[src/rtl/core/hq4x_pkg.sv]
// hq4x_pkg: shared types, constants and rule functions for the hq4x upscaler.
// Depends on nothing; used by every module under rtl/core.
`default_nettype none
package hq4x_pkg;

    localparam int PIX_W   = 24;
    localparam int THR_W   = 8;
    localparam int CFG_IDX_W = 2;
    localparam int DEF_FIFO_DEPTH = 2;

    localparam logic [CFG_IDX_W-1:0] REG_LUMA_THR = 2'd0;
    localparam logic [CFG_IDX_W-1:0] REG_U_THR    = 2'd1;
    localparam logic [CFG_IDX_W-1:0] REG_V_THR    = 2'd2;

    localparam logic [THR_W-1:0] RST_LUMA_THR = 8'd48;
    localparam logic [THR_W-1:0] RST_U_THR    = 8'd7;
    localparam logic [THR_W-1:0] RST_V_THR    = 8'd6;

    // Blend selector: which window pixel (w0 corner, w1 above, w3 left, w4 center)
    localparam logic [1:0] SRC_W4 = 2'd0;
    localparam logic [1:0] SRC_W3 = 2'd1;
    localparam logic [1:0] SRC_W1 = 2'd2;
    localparam logic [1:0] SRC_W0 = 2'd3;

    // One blend term: source and weight in eighths
    typedef struct packed {
        logic [1:0] src;
        logic [3:0] wt;
    } term_t;

    typedef struct packed {
        term_t a;
        term_t b;
        term_t c;
    } blend_t;

    // Four quadrant window pixels plus the four blend recipes of that quadrant
    typedef struct packed {
        logic [PIX_W-1:0] w0;
        logic [PIX_W-1:0] w1;
        logic [PIX_W-1:0] w3;
        logic [PIX_W-1:0] w4;
        blend_t [3:0]     rule;
    } quad_t;

    typedef struct packed {
        quad_t [3:0] quad;
    } job_t;

    typedef struct packed {
        logic [THR_W-1:0] y;
        logic [THR_W-1:0] u;
        logic [THR_W-1:0] v;
    } thr_t;

    function automatic logic differ(input logic [PIX_W-1:0] a, input logic [PIX_W-1:0] b,
                                    input thr_t t);
        logic [7:0] dy, du, dv;
        begin
            dy = (a[23:16] > b[23:16]) ? a[23:16] - b[23:16] : b[23:16] - a[23:16];
            du = (a[15:8] > b[15:8]) ? a[15:8] - b[15:8] : b[15:8] - a[15:8];
            dv = (a[7:0] > b[7:0]) ? a[7:0] - b[7:0] : b[7:0] - a[7:0];
            differ = (dy > t.y) || (du > t.u) || (dv > t.v);
        end
    endfunction

    function automatic logic pt(input logic [7:0] p, input logic [7:0] m, input logic [7:0] r);
        pt = ((p & m) == r);
    endfunction

    function automatic blend_t mk(input logic [1:0] sa, input logic [3:0] wa,
                                  input logic [1:0] sb, input logic [3:0] wb,
                                  input logic [1:0] sc, input logic [3:0] wc);
        blend_t b;
        begin
            b.a.src = sa; b.a.wt = wa;
            b.b.src = sb; b.b.wt = wb;
            b.c.src = sc; b.c.wt = wc;
            mk = b;
        end
    endfunction

    // Top-left hq4x rule chains: returns recipes for corner, horizontal, vertical, diagonal
    function automatic logic [4*$bits(blend_t)-1:0] rules(input logic [7:0] p,
                                                          input logic d15,
                                                          input logic d73,
                                                          input logic d31);
        logic c00, c01, c02, c03, c04, c05, c06, c07, c08, c09, c10, c11, c12, c13, c14, c15;
        blend_t q0, q1, q2, q3, ctr;
        begin
            ctr = mk(SRC_W4, 4'd8, SRC_W4, 4'd0, SRC_W4, 4'd0);
            c00 = (pt(p,8'hbf,8'h37) || pt(p,8'hdb,8'h13)) && d15;
            c01 = (pt(p,8'hdb,8'h49) || pt(p,8'hef,8'h6d)) && d73;
            c02 = (pt(p,8'h6f,8'h2a) || pt(p,8'h5b,8'h0a) || pt(p,8'hbf,8'h3a) ||
                   pt(p,8'hdf,8'h5a) || pt(p,8'h9f,8'h8a) || pt(p,8'hcf,8'h8a) ||
                   pt(p,8'hef,8'h4e) || pt(p,8'h3f,8'h0e) || pt(p,8'hfb,8'h5a) ||
                   pt(p,8'hbb,8'h8a) || pt(p,8'h7f,8'h5a) || pt(p,8'haf,8'h8a) ||
                   pt(p,8'heb,8'h8a)) && d31;
            c03 = pt(p,8'hdb,8'h49) || pt(p,8'hef,8'h6d);
            c04 = pt(p,8'hbf,8'h37) || pt(p,8'hdb,8'h13);
            c05 = pt(p,8'h1b,8'h03) || pt(p,8'h4f,8'h43) || pt(p,8'h8b,8'h83) ||
                  pt(p,8'h6b,8'h43);
            c06 = pt(p,8'h4b,8'h09) || pt(p,8'h8b,8'h89) || pt(p,8'h1f,8'h19) ||
                  pt(p,8'h3b,8'h19);
            c07 = pt(p,8'h0b,8'h08) || pt(p,8'hf9,8'h68) || pt(p,8'hf3,8'h62) ||
                  pt(p,8'h6d,8'h6c) || pt(p,8'h67,8'h66) || pt(p,8'h3d,8'h3c) ||
                  pt(p,8'h37,8'h36) || pt(p,8'hf9,8'hf8) || pt(p,8'hdd,8'hdc) ||
                  pt(p,8'hf3,8'hf2) || pt(p,8'hd7,8'hd6) || pt(p,8'hdd,8'h1c) ||
                  pt(p,8'hd7,8'h16) || pt(p,8'h0b,8'h02);
            c08 = (pt(p,8'h0f,8'h0b) || pt(p,8'h2b,8'h0b) || pt(p,8'hfe,8'h4a) ||
                   pt(p,8'hfe,8'h1a)) && d31;
            c09 = pt(p,8'h2f,8'h2f);
            c10 = pt(p,8'h0a,8'h00);
            c11 = pt(p,8'h0b,8'h09);
            c12 = pt(p,8'h7e,8'h2a) || pt(p,8'hef,8'hab);
            c13 = pt(p,8'hbf,8'h8f) || pt(p,8'h7e,8'h0e);
            c14 = pt(p,8'h4f,8'h4b) || pt(p,8'h9f,8'h1b) || pt(p,8'h2f,8'h0b) ||
                  pt(p,8'hbe,8'h0a) || pt(p,8'hee,8'h0a) || pt(p,8'h7e,8'h0a) ||
                  pt(p,8'heb,8'h4b) || pt(p,8'h3b,8'h1b);
            c15 = pt(p,8'h0b,8'h03);

            if (c00) q0 = mk(SRC_W4,5, SRC_W3,3, SRC_W4,0);
            else if (c01) q0 = mk(SRC_W4,5, SRC_W1,3, SRC_W4,0);
            else if ((pt(p,8'h0b,8'h0b) || pt(p,8'hfe,8'h4a) || pt(p,8'hfe,8'h1a)) && d31)
                q0 = ctr;
            else if (c02) q0 = mk(SRC_W4,5, SRC_W0,3, SRC_W4,0);
            else if (c03) q0 = mk(SRC_W4,6, SRC_W3,2, SRC_W4,0);
            else if (c04) q0 = mk(SRC_W4,6, SRC_W1,2, SRC_W4,0);
            else if (c05) q0 = mk(SRC_W4,5, SRC_W3,3, SRC_W4,0);
            else if (c06) q0 = mk(SRC_W4,5, SRC_W1,3, SRC_W4,0);
            else if (pt(p,8'h0f,8'h0b) || pt(p,8'h5e,8'h0a) || pt(p,8'h2b,8'h0b) ||
                     pt(p,8'hbe,8'h0a) || pt(p,8'h7a,8'h0a) || pt(p,8'hee,8'h0a))
                q0 = mk(SRC_W1,4, SRC_W3,4, SRC_W4,0);
            else if (c07) q0 = mk(SRC_W4,5, SRC_W0,3, SRC_W4,0);
            else q0 = mk(SRC_W4,4, SRC_W1,2, SRC_W3,2);

            if (c00) q1 = mk(SRC_W4,7, SRC_W3,1, SRC_W4,0);
            else if (c08) q1 = ctr;
            else if (c02) q1 = mk(SRC_W4,6, SRC_W0,2, SRC_W4,0);
            else if (c09) q1 = ctr;
            else if (c10) q1 = mk(SRC_W4,5, SRC_W1,2, SRC_W3,1);
            else if (pt(p,8'h0b,8'h08)) q1 = mk(SRC_W4,5, SRC_W1,2, SRC_W0,1);
            else if (c11) q1 = mk(SRC_W4,5, SRC_W1,3, SRC_W4,0);
            else if (c04) q1 = mk(SRC_W1,6, SRC_W4,2, SRC_W4,0);
            else if (c12) q1 = mk(SRC_W1,4, SRC_W4,2, SRC_W3,2);
            else if (c13) q1 = mk(SRC_W1,5, SRC_W3,3, SRC_W4,0);
            else if (c05) q1 = mk(SRC_W4,7, SRC_W3,1, SRC_W4,0);
            else if (pt(p,8'hf3,8'h62) || pt(p,8'h67,8'h66) || pt(p,8'h37,8'h36) ||
                     pt(p,8'hf3,8'hf2) || pt(p,8'hd7,8'hd6) || pt(p,8'hd7,8'h16) ||
                     pt(p,8'h0b,8'h02))
                q1 = mk(SRC_W4,6, SRC_W0,2, SRC_W4,0);
            else if (c14) q1 = mk(SRC_W1,4, SRC_W4,4, SRC_W4,0);
            else q1 = mk(SRC_W4,6, SRC_W1,2, SRC_W4,0);

            if (c01) q2 = mk(SRC_W4,7, SRC_W1,1, SRC_W4,0);
            else if (c08) q2 = ctr;
            else if (c02) q2 = mk(SRC_W4,6, SRC_W0,2, SRC_W4,0);
            else if (c09) q2 = ctr;
            else if (c10) q2 = mk(SRC_W4,5, SRC_W3,2, SRC_W1,1);
            else if (pt(p,8'h0b,8'h02)) q2 = mk(SRC_W4,5, SRC_W3,2, SRC_W0,1);
            else if (c15) q2 = mk(SRC_W4,5, SRC_W3,3, SRC_W4,0);
            else if (c03) q2 = mk(SRC_W3,6, SRC_W4,2, SRC_W4,0);
            else if (c13) q2 = mk(SRC_W3,4, SRC_W4,2, SRC_W1,2);
            else if (c12) q2 = mk(SRC_W3,5, SRC_W1,3, SRC_W4,0);
            else if (c06) q2 = mk(SRC_W4,7, SRC_W1,1, SRC_W4,0);
            else if (pt(p,8'h0b,8'h08) || pt(p,8'hf9,8'h68) || pt(p,8'h6d,8'h6c) ||
                     pt(p,8'h3d,8'h3c) || pt(p,8'hf9,8'hf8) || pt(p,8'hdd,8'hdc) ||
                     pt(p,8'hdd,8'h1c))
                q2 = mk(SRC_W4,6, SRC_W0,2, SRC_W4,0);
            else if (c14) q2 = mk(SRC_W3,4, SRC_W4,4, SRC_W4,0);
            else q2 = mk(SRC_W4,6, SRC_W3,2, SRC_W4,0);

            if ((pt(p,8'h7f,8'h2b) || pt(p,8'hef,8'hab) || pt(p,8'hbf,8'h8f) ||
                 pt(p,8'h7f,8'h0f)) && d31)
                q3 = ctr;
            else if (c02) q3 = mk(SRC_W4,7, SRC_W0,1, SRC_W4,0);
            else if (c15) q3 = mk(SRC_W4,7, SRC_W3,1, SRC_W4,0);
            else if (c11) q3 = mk(SRC_W4,7, SRC_W1,1, SRC_W4,0);
            else if (pt(p,8'h0a,8'h00) || c12 || c13) q3 = mk(SRC_W4,6, SRC_W3,1, SRC_W1,1);
            else if (c07) q3 = mk(SRC_W4,7, SRC_W0,1, SRC_W4,0);
            else q3 = ctr;

            rules = {q3, q2, q1, q0};
        end
    endfunction

endpackage
`default_nettype wire

[src/rtl/core/hq4x_classify.sv]
// hq4x_classify: front end; registers a window, builds difference patterns and
// picks blend recipes for all four quadrants. Uses hq4x_pkg.
`default_nettype none
module hq4x_classify (
    input  wire logic                        clk,
    input  wire logic                        rst_n,
    input  wire logic                        in_valid,
    output logic                             in_ready,
    input  wire logic [hq4x_pkg::PIX_W-1:0]  win [9],
    input  wire hq4x_pkg::thr_t              thr,
    output logic                             job_valid,
    input  wire logic                        job_ready,
    output hq4x_pkg::job_t                   job
);

    logic                       full_reg;
    logic [hq4x_pkg::PIX_W-1:0] win_reg [9];
    hq4x_pkg::job_t             job_c;

    // Mirror order per quadrant: top-left, top-right, bottom-left, bottom-right
    localparam logic [3:0] MIR [4][9] = '{
        '{4'd0,4'd1,4'd2,4'd3,4'd4,4'd5,4'd6,4'd7,4'd8},
        '{4'd2,4'd1,4'd0,4'd5,4'd4,4'd3,4'd8,4'd7,4'd6},
        '{4'd6,4'd7,4'd8,4'd3,4'd4,4'd5,4'd0,4'd1,4'd2},
        '{4'd8,4'd7,4'd6,4'd5,4'd4,4'd3,4'd2,4'd1,4'd0}
    };
    localparam logic [3:0] NB [8] = '{4'd0,4'd1,4'd2,4'd3,4'd5,4'd6,4'd7,4'd8};

    assign in_ready  = !full_reg || job_ready;
    assign job_valid = full_reg;
    assign job       = job_c;

    always_ff @(posedge clk or negedge rst_n)
    begin
        if (!rst_n)
        begin
            full_reg <= 1'b0;
        end
        else if (in_ready)
        begin
            full_reg <= in_valid;
        end
    end

    always_ff @(posedge clk)
    begin
        if (in_valid && in_ready)
        begin
            win_reg <= win;
        end
    end

    always_comb
    begin
        logic [hq4x_pkg::PIX_W-1:0] mw [9];
        logic [7:0] pat;
        job_c = '0;
        for (int m = 0; m < 4; m++)
        begin
            for (int i = 0; i < 9; i++)
            begin
                mw[i] = win_reg[MIR[m][i]];
            end
            for (int i = 0; i < 8; i++)
            begin
                pat[i] = hq4x_pkg::differ(mw[4], mw[NB[i]], thr);
            end
            job_c.quad[m].w0   = mw[0];
            job_c.quad[m].w1   = mw[1];
            job_c.quad[m].w3   = mw[3];
            job_c.quad[m].w4   = mw[4];
            job_c.quad[m].rule = hq4x_pkg::rules(pat,
                hq4x_pkg::differ(mw[1], mw[5], thr),
                hq4x_pkg::differ(mw[7], mw[3], thr),
                hq4x_pkg::differ(mw[3], mw[1], thr));
        end
    end

endmodule
`default_nettype wire

[src/rtl/core/hq4x_queue.sv]
// hq4x_queue: small register FIFO of classified jobs between front and back.
// Uses hq4x_pkg for the job type.
`default_nettype none
module hq4x_queue #(
    parameter int DEPTH = hq4x_pkg::DEF_FIFO_DEPTH
) (
    input  wire logic           clk,
    input  wire logic           rst_n,
    input  wire logic           wr_valid,
    output logic                wr_ready,
    input  wire hq4x_pkg::job_t wr_data,
    output logic                rd_valid,
    input  wire logic           rd_ready,
    output hq4x_pkg::job_t      rd_data
);

    localparam int AW = (DEPTH > 1) ? $clog2(DEPTH) : 1;

    hq4x_pkg::job_t      mem_reg [DEPTH];
    logic [AW-1:0]       wp_reg, rp_reg;
    logic [AW:0]         cnt_reg;
    logic                push, pop;

    assign wr_ready = (cnt_reg != AW'(0) + (AW+1)'(DEPTH));
    assign rd_valid = (cnt_reg != '0);
    assign rd_data  = mem_reg[rp_reg];
    assign push     = wr_valid && wr_ready;
    assign pop      = rd_valid && rd_ready;

    always_ff @(posedge clk or negedge rst_n)
    begin
        if (!rst_n)
        begin
            wp_reg  <= '0;
            rp_reg  <= '0;
            cnt_reg <= '0;
        end
        else
        begin
            if (push)
            begin
                wp_reg <= (wp_reg == AW'(DEPTH-1)) ? '0 : wp_reg + 1'b1;
            end
            if (pop)
            begin
                rp_reg <= (rp_reg == AW'(DEPTH-1)) ? '0 : rp_reg + 1'b1;
            end
            cnt_reg <= cnt_reg + (AW+1)'(push) - (AW+1)'(pop);
        end
    end

    always_ff @(posedge clk)
    begin
        if (push)
        begin
            mem_reg[wp_reg] <= wr_data;
        end
    end

endmodule
`default_nettype wire

[src/rtl/core/hq4x_blend.sv]
// hq4x_blend: back end; walks the 16 output pixels of a job, blends one pixel
// per cycle in eighths unless the output stalls, and holds it in an output register. Uses hq4x_pkg.
`default_nettype none
module hq4x_blend (
    input  wire logic           clk,
    input  wire logic           rst_n,
    input  wire logic           job_valid,
    output logic                job_ready,
    input  wire hq4x_pkg::job_t job,
    output logic                out_valid,
    input  wire logic           out_ready,
    output logic [7:0]          out_luma,
    output logic [7:0]          out_u,
    output logic [7:0]          out_v,
    output logic [1:0]          sub_row,
    output logic [1:0]          sub_col,
    output logic                last
);

    logic [3:0]  k_reg;
    logic        ov_reg;
    logic [23:0] pix_reg;
    logic [3:0]  kout_reg;
    logic        load;
    logic [1:0]  quad, slot;
    hq4x_pkg::quad_t  q;
    hq4x_pkg::blend_t b;
    logic [23:0] pix_c;

    assign load      = job_valid && (!ov_reg || out_ready);
    assign job_ready = load && (k_reg == 4'd15);

    // Quadrant from the row/col high halves; slot 0 corner, 1 horizontal, 2 vertical, 3 diagonal
    always_comb
    begin
        logic r, c;
        quad = {k_reg[3], k_reg[1]};
        r = k_reg[3] ? !k_reg[2] : k_reg[2];
        c = k_reg[1] ? !k_reg[0] : k_reg[0];
        slot = {r, c};
        q = job.quad[quad];
        b = q.rule[slot];
    end

    function automatic logic [23:0] pick(input hq4x_pkg::quad_t qq, input logic [1:0] s);
        case (s)
            hq4x_pkg::SRC_W4: pick = qq.w4;
            hq4x_pkg::SRC_W3: pick = qq.w3;
            hq4x_pkg::SRC_W1: pick = qq.w1;
            hq4x_pkg::SRC_W0: pick = qq.w0;
            default:          pick = qq.w4;
        endcase
    endfunction

    always_comb
    begin
        logic [23:0] pa, pb, pc;
        logic [11:0] sum;
        pa = pick(q, b.a.src);
        pb = pick(q, b.b.src);
        pc = pick(q, b.c.src);
        for (int s = 0; s < 3; s++)
        begin
            sum = 12'(pa[s*8 +: 8]) * 12'(b.a.wt) + 12'(pb[s*8 +: 8]) * 12'(b.b.wt)
                + 12'(pc[s*8 +: 8]) * 12'(b.c.wt);
            pix_c[s*8 +: 8] = sum[10:3];
        end
    end

    always_ff @(posedge clk or negedge rst_n)
    begin
        if (!rst_n)
        begin
            k_reg  <= '0;
            ov_reg <= 1'b0;
        end
        else
        begin
            if (load)
            begin
                k_reg <= k_reg + 1'b1;
            end
            if (load)
            begin
                ov_reg <= 1'b1;
            end
            else if (out_ready)
            begin
                ov_reg <= 1'b0;
            end
        end
    end

    always_ff @(posedge clk)
    begin
        if (load)
        begin
            pix_reg  <= pix_c;
            kout_reg <= k_reg;
        end
    end

    assign out_valid = ov_reg;
    assign out_luma  = pix_reg[23:16];
    assign out_u     = pix_reg[15:8];
    assign out_v     = pix_reg[7:0];
    assign sub_row   = kout_reg[3:2];
    assign sub_col   = kout_reg[1:0];
    assign last      = (kout_reg == 4'd15);

endmodule
`default_nettype wire

[src/rtl/core/hq4x_pixel_upscaler.sv]
// hq4x_pixel_upscaler: top level of the hq4x 3x3-to-4x4 upscaler.
// Instantiates hq4x_classify, hq4x_queue and hq4x_blend; uses hq4x_pkg.
//
// Channel   Direction  Handshake             Beat contents
// input     in         in_valid/in_ready     nine packed YUV window pixels
// result    out        out_valid/out_ready   one output pixel, position, last
// config    in         cfg_we                cfg_index, cfg_data (thresholds)
//
// Each window beat yields 16 result beats, one per cycle while out_ready is high;
// the result port of the blend stage sets the rate at which windows are taken.
// The classify stage registers a window and resolves all four quadrants
// combinationally; a job queue lets it take further windows while the blend stage drains.
// Reset clears control state and loads the standard thresholds (48, 7, 6).
// Out-of-range register indexes are dropped.
`default_nettype none
module hq4x_pixel_upscaler #(
    parameter int FIFO_DEPTH = hq4x_pkg::DEF_FIFO_DEPTH
) (
    input  wire logic                                clk,
    input  wire logic                                rst_n,
    input  wire logic                                cfg_we,
    input  wire logic [hq4x_pkg::CFG_IDX_W-1:0]      cfg_index,
    input  wire logic [hq4x_pkg::THR_W-1:0]          cfg_data,
    input  wire logic                                in_valid,
    output logic                                     in_ready,
    input  wire logic [23:0]                         top_left_pixel,
    input  wire logic [23:0]                         top_pixel,
    input  wire logic [23:0]                         top_right_pixel,
    input  wire logic [23:0]                         left_pixel,
    input  wire logic [23:0]                         center_pixel,
    input  wire logic [23:0]                         right_pixel,
    input  wire logic [23:0]                         bottom_left_pixel,
    input  wire logic [23:0]                         bottom_pixel,
    input  wire logic [23:0]                         bottom_right_pixel,
    output logic                                     out_valid,
    input  wire logic                                out_ready,
    output logic [7:0]                               out_luma,
    output logic [7:0]                               out_u,
    output logic [7:0]                               out_v,
    output logic [1:0]                               sub_row,
    output logic [1:0]                               sub_col,
    output logic                                     last
);

    hq4x_pkg::thr_t  thr_reg;
    logic [23:0]     win [9];
    logic            cj_valid, cj_ready, qj_valid, qj_ready;
    hq4x_pkg::job_t  cj, qj;

    // Threshold registers
    always_ff @(posedge clk or negedge rst_n)
    begin
        if (!rst_n)
        begin
            thr_reg.y <= hq4x_pkg::RST_LUMA_THR;
            thr_reg.u <= hq4x_pkg::RST_U_THR;
            thr_reg.v <= hq4x_pkg::RST_V_THR;
        end
        else if (cfg_we)
        begin
            case (cfg_index)
                hq4x_pkg::REG_LUMA_THR: thr_reg.y <= cfg_data;
                hq4x_pkg::REG_U_THR:    thr_reg.u <= cfg_data;
                hq4x_pkg::REG_V_THR:    thr_reg.v <= cfg_data;
                default:                ;
            endcase
        end
    end

    assign win[0] = top_left_pixel;
    assign win[1] = top_pixel;
    assign win[2] = top_right_pixel;
    assign win[3] = left_pixel;
    assign win[4] = center_pixel;
    assign win[5] = right_pixel;
    assign win[6] = bottom_left_pixel;
    assign win[7] = bottom_pixel;
    assign win[8] = bottom_right_pixel;

    hq4x_classify u_classify (
        .clk       (clk),
        .rst_n     (rst_n),
        .in_valid  (in_valid),
        .in_ready  (in_ready),
        .win       (win),
        .thr       (thr_reg),
        .job_valid (cj_valid),
        .job_ready (cj_ready),
        .job       (cj)
    );

    hq4x_queue #(
        .DEPTH (FIFO_DEPTH)
    ) u_queue (
        .clk      (clk),
        .rst_n    (rst_n),
        .wr_valid (cj_valid),
        .wr_ready (cj_ready),
        .wr_data  (cj),
        .rd_valid (qj_valid),
        .rd_ready (qj_ready),
        .rd_data  (qj)
    );

    hq4x_blend u_blend (
        .clk       (clk),
        .rst_n     (rst_n),
        .job_valid (qj_valid),
        .job_ready (qj_ready),
        .job       (qj),
        .out_valid (out_valid),
        .out_ready (out_ready),
        .out_luma  (out_luma),
        .out_u     (out_u),
        .out_v     (out_v),
        .sub_row   (sub_row),
        .sub_col   (sub_col),
        .last      (last)
    );

endmodule
`default_nettype wire

[config.mk]
export PLATFORM = sky130hd
export DESIGN_NAME = hq4x_pixel_upscaler
export DESIGN_NICKNAME = d
export VERILOG_FILES = /design/src/rtl/core/hq4x_pkg.sv /design/src/rtl/core/hq4x_classify.sv /design/src/rtl/core/hq4x_queue.sv /design/src/rtl/core/hq4x_blend.sv /design/src/rtl/core/hq4x_pixel_upscaler.sv
export SDC_FILE = /design/constraint.sdc
export NUM_CORES = 2
export LEC_CHECK = 0
export BUFFER_PORTS_ARGS = -buffer_cell sky130_fd_sc_hd__buf_4
export CORE_ASPECT_RATIO = 0.6
export CORE_UTILIZATION = 66
export DETAILED_ROUTE_END_ITERATION = 8
export HOLD_SLACK_MARGIN = 0.12
export PLACE_DENSITY = 0.88
export SYNTH_ARGS = -nofsm -noshare
export SYNTH_HDL_FRONTEND = slang
export SYNTH_SLANG_ARGS = --single-unit
export TNS_END_PERCENT = 1
[constraint.sdc]
create_clock -name clk -period 39 [get_ports clk]
set_input_delay 5.85 -clock clk [delete_from_list [all_inputs] [get_ports clk]]
set_output_delay 5.85 -clock clk [all_outputs]
set_load 0.01 [all_outputs]
### After elaboration in Yosys (flattened, before gate mapping)

Memory sizes are Yosys's and may differ from the RTL's.
Cells that the tools add are included.

* word-level logic and storage cells: 1060
* output and inout bits: 31
* RAM bits: 1344
* bits in registers: 278
* memories kept: 1

* magnitude comparators: 98
* add/subtract/negate cells: 83
* reduce and logical (&&, ||, !) cells: 352
* equal/unequal tests: 266
* mux-type cells: 231
* $mul: 9

Memory list
* u_queue.mem_reg: words 2, width 672, read ports 1, clocked after memory_dff 0, write ports 1, line hq4x_queue.sv:19 `hq4x_pkg::job_t mem_reg [DEPTH];`

Operators with widths (count)
* 18-bit two-way mux: 157
* 8-bit > comparator: 96
* 8-bit subtractor: 72
* 8-bit two-way mux: 48
* 168-bit binary-select mux with 2-bit select: 1
* 1-bit logical OR: 306
* 24-bit case mux with 4 select lines: 3
* 7-bit by 6-bit == test with 1-bit output, second input constant: 32
* 6-bit == test, second input constant: 36
* 5-bit == test, second input constant: 36
* 6-bit by 5-bit == test with 1-bit output, second input constant: 28
* 168-bit two-way mux: 1
* 8-bit by 4-bit multiplier with 11-bit output: 9
* 6-bit by 3-bit == test with 1-bit output, second input constant: 16
* 6-bit by 4-bit == test with 1-bit output, second input constant: 16
* 7-bit == test, second input constant: 12
* 17-bit two-way mux: 4
* 11-bit adder: 6
* 16-bit two-way mux: 4
* 5-bit by 4-bit == test with 1-bit output, second input constant: 12
* 4-bit == test, second input constant: 14
* 7-bit by 4-bit == test with 1-bit output, second input constant: 8
* 13-bit two-way mux: 4
* 5-bit by 3-bit == test with 1-bit output, second input constant: 8
* other kinds (21): 110

### Longest topological paths before layout

* word-level depth: 29
* mapped depth: 32
* depth with buffers taken out: 30

### Hierarchy

From an unflattened synthesis, not the netlist that was laid out.

* cells, all modules: 8522
* area, all modules: 108756.8 um^2

Modules (own cells, without submodules)
* hq4x_queue: seq. area each 40458.8 um^2, times used 1, area an instance 48989.5 um^2, cells each 2113
* hq4x_classify: seq. area each 6511.2 um^2, times used 1, area an instance 43242.7 um^2, cells each 4995
* hq4x_blend: seq. area each 965.9 um^2, times used 1, area an instance 15603.7 um^2, cells each 1363
* hq4x_pixel_upscaler: seq. area each 609.3 um^2, times used 1, area an instance 920.9 um^2, cells each 51

### Least setup slack after synthesis

No wires, ideal clock.

* path kind: flip-flop to flip-flop
* start point: register u_queue.cnt_reg[1]
* end point: memory u_queue.mem_reg[0][10] (netlist name) (enable)
* path buffers: 0
* slack: 21.233 ns
* required time: 37.854 ns
* data arrival time: 16.621 ns
* cell stages (with the launch flop): 4
* period minus slack after synthesis: 17.767 ns
* setup time: 1.146 ns
* cells stage by stage: dfrtp_1 > nand2_1 > nand2_1 > nor2_1

* cells in the longest elaborated chain, start to end: 4

RTL lines
* start: declaration: line hq4x_queue.sv:21 `logic [AW:0] cnt_reg;`
* start signal: assignment: line hq4x_queue.sv:48 `cnt_reg <= cnt_reg + (AW+1)'(push) - (AW+1)'(pop);`
* 2-bit != test: line hq4x_queue.sv:24 `assign wr_ready = (cnt_reg != AW'(0) + (AW+1)'(DEPTH));`
* 1-bit logical AND: line hq4x_queue.sv:27 `assign push = wr_valid && wr_ready;`
* 1-bit two-way mux: line hq4x_queue.sv:54 `if (push)`
* 1-bit two-way mux (implied by the code): line hq4x_queue.sv:56 `mem_reg[wp_reg] <= wr_data;`
* end: declaration: line hq4x_queue.sv:19

Every way passes these cells.

### Worst setup path after layout

* start point: register u_queue.rp_reg
* end point: register u_blend.pix_reg[15] (data pin)

* cells in the longest elaborated chain, start to end: 10

RTL lines
* start: declaration: line hq4x_queue.sv:20 `logic [AW-1:0] wp_reg, rp_reg;`
* start signal: assignment: line hq4x_queue.sv:46 `rp_reg <= (rp_reg == AW'(DEPTH-1)) ? '0 : rp_reg + 1'b1;`
* memory 2 x 672 bit (*)
* 168-bit binary-select mux with 2-bit select (*): line hq4x_blend.sv:41 `q = job.quad[quad];`
* 168-bit two-way mux (implied by the code) (*): line hq4x_blend.sv:41
* 18-bit binary-select mux with 2-bit select: line hq4x_blend.sv:42 `b = q.rule[slot];`
* 18-bit two-way mux (implied by the code): line hq4x_blend.sv:42
* 2-bit == test (tied with other cells): line hq4x_blend.sv:46 `case (s)`
* 24-bit case mux with 4 select lines: line hq4x_blend.sv:46
* 8-bit by 4-bit multiplier with 11-bit output: line hq4x_blend.sv:64 `sum = 12'(pa[s*8 +: 8]) * 12'(b.a.wt) + 12'(pb[s*8 +: 8]) * 12'(b.b.wt)`
* 11-bit adder: line hq4x_blend.sv:64
* 11-bit adder (*): line hq4x_blend.sv:65 `+ 12'(pc[s*8 +: 8]) * 12'(b.c.wt);`
* via u_blend.pix_c[15]: line hq4x_blend.sv:28 `logic [23:0] pix_c;`
* end signal: assignment: line hq4x_blend.sv:98 `pix_reg <= pix_c;`
* end: declaration: line hq4x_blend.sv:22 `logic [23:0] pix_reg;`

The timed path passes the listed nets; every way through them passes the cells marked *. The select of a mux whose other input is x is not followed.
A chain may end at the register's enable or synchronous reset.

==> results.tsv <==
stage	metric	value	unit
synthesis	synth-edff-count	1020	
critical_path	cp.required	39510	ps
timing	slew_headroom	-0.0169	
synthesis	synth_area	80200	sq um
floorplan	io_pins	262	
route	first_iter_violations	10100	
critical_path	end_kind	flip-flop	
critical_path	crit_cells	29	
clocking	clock_latency	760	ps
clocking	cts_sinks	1054	
clocking	ctsHtreeMaxLevel	3	
floorplan	coreArea	120000	sq um
clocking	cts_inserted_buffers	96	
placed_design	io_buffers	261	
critical_path	worstRegToRegCells	29	
floorplan	die_y	272	microns
route	wl_per_cell	31.2	microns
timing	setup_slack	29390	ps
timing	tightest_slew	1520	ps
floorplan	dieArea	123000	sq um
clocking	clockRootBuffer	clkbuf_16	
global_route	grt_pass1_vias	59500	
synthesis	ys_types	101	
synthesis	avgSynthCellArea	11.6	sq um
timing	fin_crit_sh	0.246	
timing	hold_viol	0	
route	ant_nets	0	
synthesis	syn-num-nets	8385	
layout	drive_gt1_frac	0.148	
layout	final_nets	8641	
timing	setup_violations	0	
critical_path	worst-setup-path-type	flip-flop to flip-flop	
clocking	postCtsSetupBuffers	0	
global_route	grt_use_total	0.445	
critical_path	reg2reg_to	u_blend.pix_reg[15]$_DFFE_PP_	
critical_path	cpLargestDelayFamily	adder cells	
critical_path	crit_start	u_queue.rp_reg$_DFFE_PN0P_	
layout	largest_register_ffs	776	
global_route	grt_pass1_wl	399	mm
synthesis	synth_seq_area_share	0.392	
timing	fin_hold_ws	485	ps
global_route	overflow	0	
timing	fin_setup_tns	0	ps
clocking	clockBufferDepth	3	
timing	slew_violations	2	
clocking	cts_repair_resize_count	0	
placed_design	pre_cts_slack	29480	ps
clocking	cts_tree	done	
timing	finalCriticalPeriod	9610	ps
placed_design	gp_congestion	1.12	
placed_design	place_hpwl	209	mm
synthesis	yosysWarningCount	0	
global_route	antenna_found_initial	21	
job	cap_violations	1	
floorplan	dieWidth	452	microns
critical_path	cpMaxStageDelayCell	dfrtp_4	
critical_path	crit_path_max_fanout	41	
clocking	ctsHoldBuffers	0	
route	drc	18	
route	first_pass_iters	9	
layout	synthToLayoutAreaGrowth	9.03	%
route	drt-total-wl	276	mm
global_route	grt_max_degree	164	
critical_path	path_buf_inv	4	
critical_path	cp.arrival	10120	ps
timing	rsz0062_at_grt	no	
critical_path	reg2reg_slack	29390	ps
floorplan	start_util	0.670	
route	vias	61800	
synthesis	ys_async_sr_fraction	0.0323	
route	viasPerCell	6.98	
synthesis	ys_ff_latch	1054	
status	status	complete, but fails checks	
worst_hold_path	hold_path.class	flip-flop to flip-flop	
synthesis	synth_cells	6905	
status	violations	DRC, capacitance limit, slew limit	
critical_path	endpoint	u_blend.pix_reg[15]$_DFFE_PP_	
clocking	cts.clk_slew.worst_paths	70	ps
timing	max_freq	104	MHz
critical_path	cp-start-kind	flip-flop	
critical_path	cpPeakStageDelay	850	ps
critical_path	r2r-start	u_queue.rp_reg$_DFFE_PN0P_	
floorplan	rows	98	
synthesis	synth_ff_type	edfxtp_1	
timing	fin_skew	59.1	ps
layout	final_core_util	0.730	
-- final cells by class --
type | instances | area [sq um]
sequential | 1054 | 31500
inverter | 688 | 2580
tap | 1600 | 2000
clock inverter | 70 | 831
timing repair buffer | 377 | 2840
antenna | 10 | 25.0
fill | 7935 | 32300
multi-input combinational | 4944 | 45200
clock buffer | 110 | 2450
-- layout by cell type, fill, tap and decap left out, drive strengths merged, types with 61 or more instances in the layout --
cell	instances
nand3	72
nor3	61
o21ai	257
ha	1033
mux2i	230
mux2	244
edfxtp	1020
mux4	208
clkbuf	110
nor2b	125
buf	377
a21oi	456
nand4	164
inv	698
xnor2	266
nor2	329
nand2b	67
a21o	210
nand2	365
fa	216
-- synthesized netlist by cell type (50+ instances only) --
master,number,area [sq um]
a221oi_1,51,447
mux2_2,244,2750
xnor2_1,266,2330
edfxtp_1,1020,30600
nand2b_1,66,413
fa_1,216,4320
mux4_2,208,4680
clkbuf_1,115,432
o211ai_1,50,375
xor2_1,59,517
mux2i_1,229,2290
o21bai_1,57,428
nor2_1,321,1200
o21ai_0,248,1240
inv_1,687,2580
nand4_1,164,1030
nor2b_1,124,776
a21o_1,210,1580
buf_2,58,290
a21oi_1,454,2270
nor3_1,60,300
ha_1,1033,12900
nand3_1,71,355
nand2_1,363,1360
-- worst register-to-register path, delay by kind of cell, from the launching register on --
kind,cells,cell delay (ps)
adders and majority gates,6,2350
AOI/OAI and AO/OA,8,1940
buffers and inverters,4,1710
and+or+nand+nor,7,1120
muxes,2,1110
DFF,1,850
xor gates and xnor gates,2,310
-- through the flow --
| step | instance area [sq um] | std cells |
|---|---|---|
| after global placement | 84200 | 8663 |
| final | 87500 | 8853 |
| after CTS | 87500 | 8843 |
| after floorplan | 80200 | 6905 |
| after global routing | 87500 | 8844 |
| after detailed placement | 84200 | 8663 |
-- logic make-up after synthesis --
group	after synthesis	share of synthesized area
buffers and inverters	907	0.0451
adder cells (fa/ha/maj)	1250	0.215
AO/OA/AOI/OAI	1373	0.110
flip-flops	1054	0.392
multiplexers	682	0.121
AND/OR/NAND/NOR	1314	0.0804
XOR/XNOR	325	0.0355
-- metal layers --
layer  up-vias  wire length, microns  GRT usage
met5         -                   195    0.00762
met4        16                 10800      0.148
met3       785                 50900      0.206
met2      5085                107000      0.590
met1     30000                107000      0.638
li1      25900                     -          -
-- how the worst min path moves through the flow --
stage                                        startpoint                                 to  slack [ps]  cells past startpoint
after global routing      u_classify.job[327]$_DFFE_PP_  u_queue.mem_reg[1][325]$_DFFE_PP_         490                      0
after CTS                 u_classify.job[327]$_DFFE_PP_  u_queue.mem_reg[1][325]$_DFFE_PP_         500                      0
after floorplan           u_classify.job[151]$_DFFE_PP_  u_queue.mem_reg[0][149]$_DFFE_PP_         450                      0
after global placement    u_classify.job[159]$_DFFE_PP_  u_queue.mem_reg[1][157]$_DFFE_PP_         470                      0
final                     u_classify.job[327]$_DFFE_PP_  u_queue.mem_reg[1][325]$_DFFE_PP_         490                      0
after detailed placement  u_classify.job[327]$_DFFE_PP_  u_queue.mem_reg[1][325]$_DFFE_PP_         480                      0
Power is not shown: default switching activity piles up to over one toggle a cycle in this logic, so the estimate is an artifact.
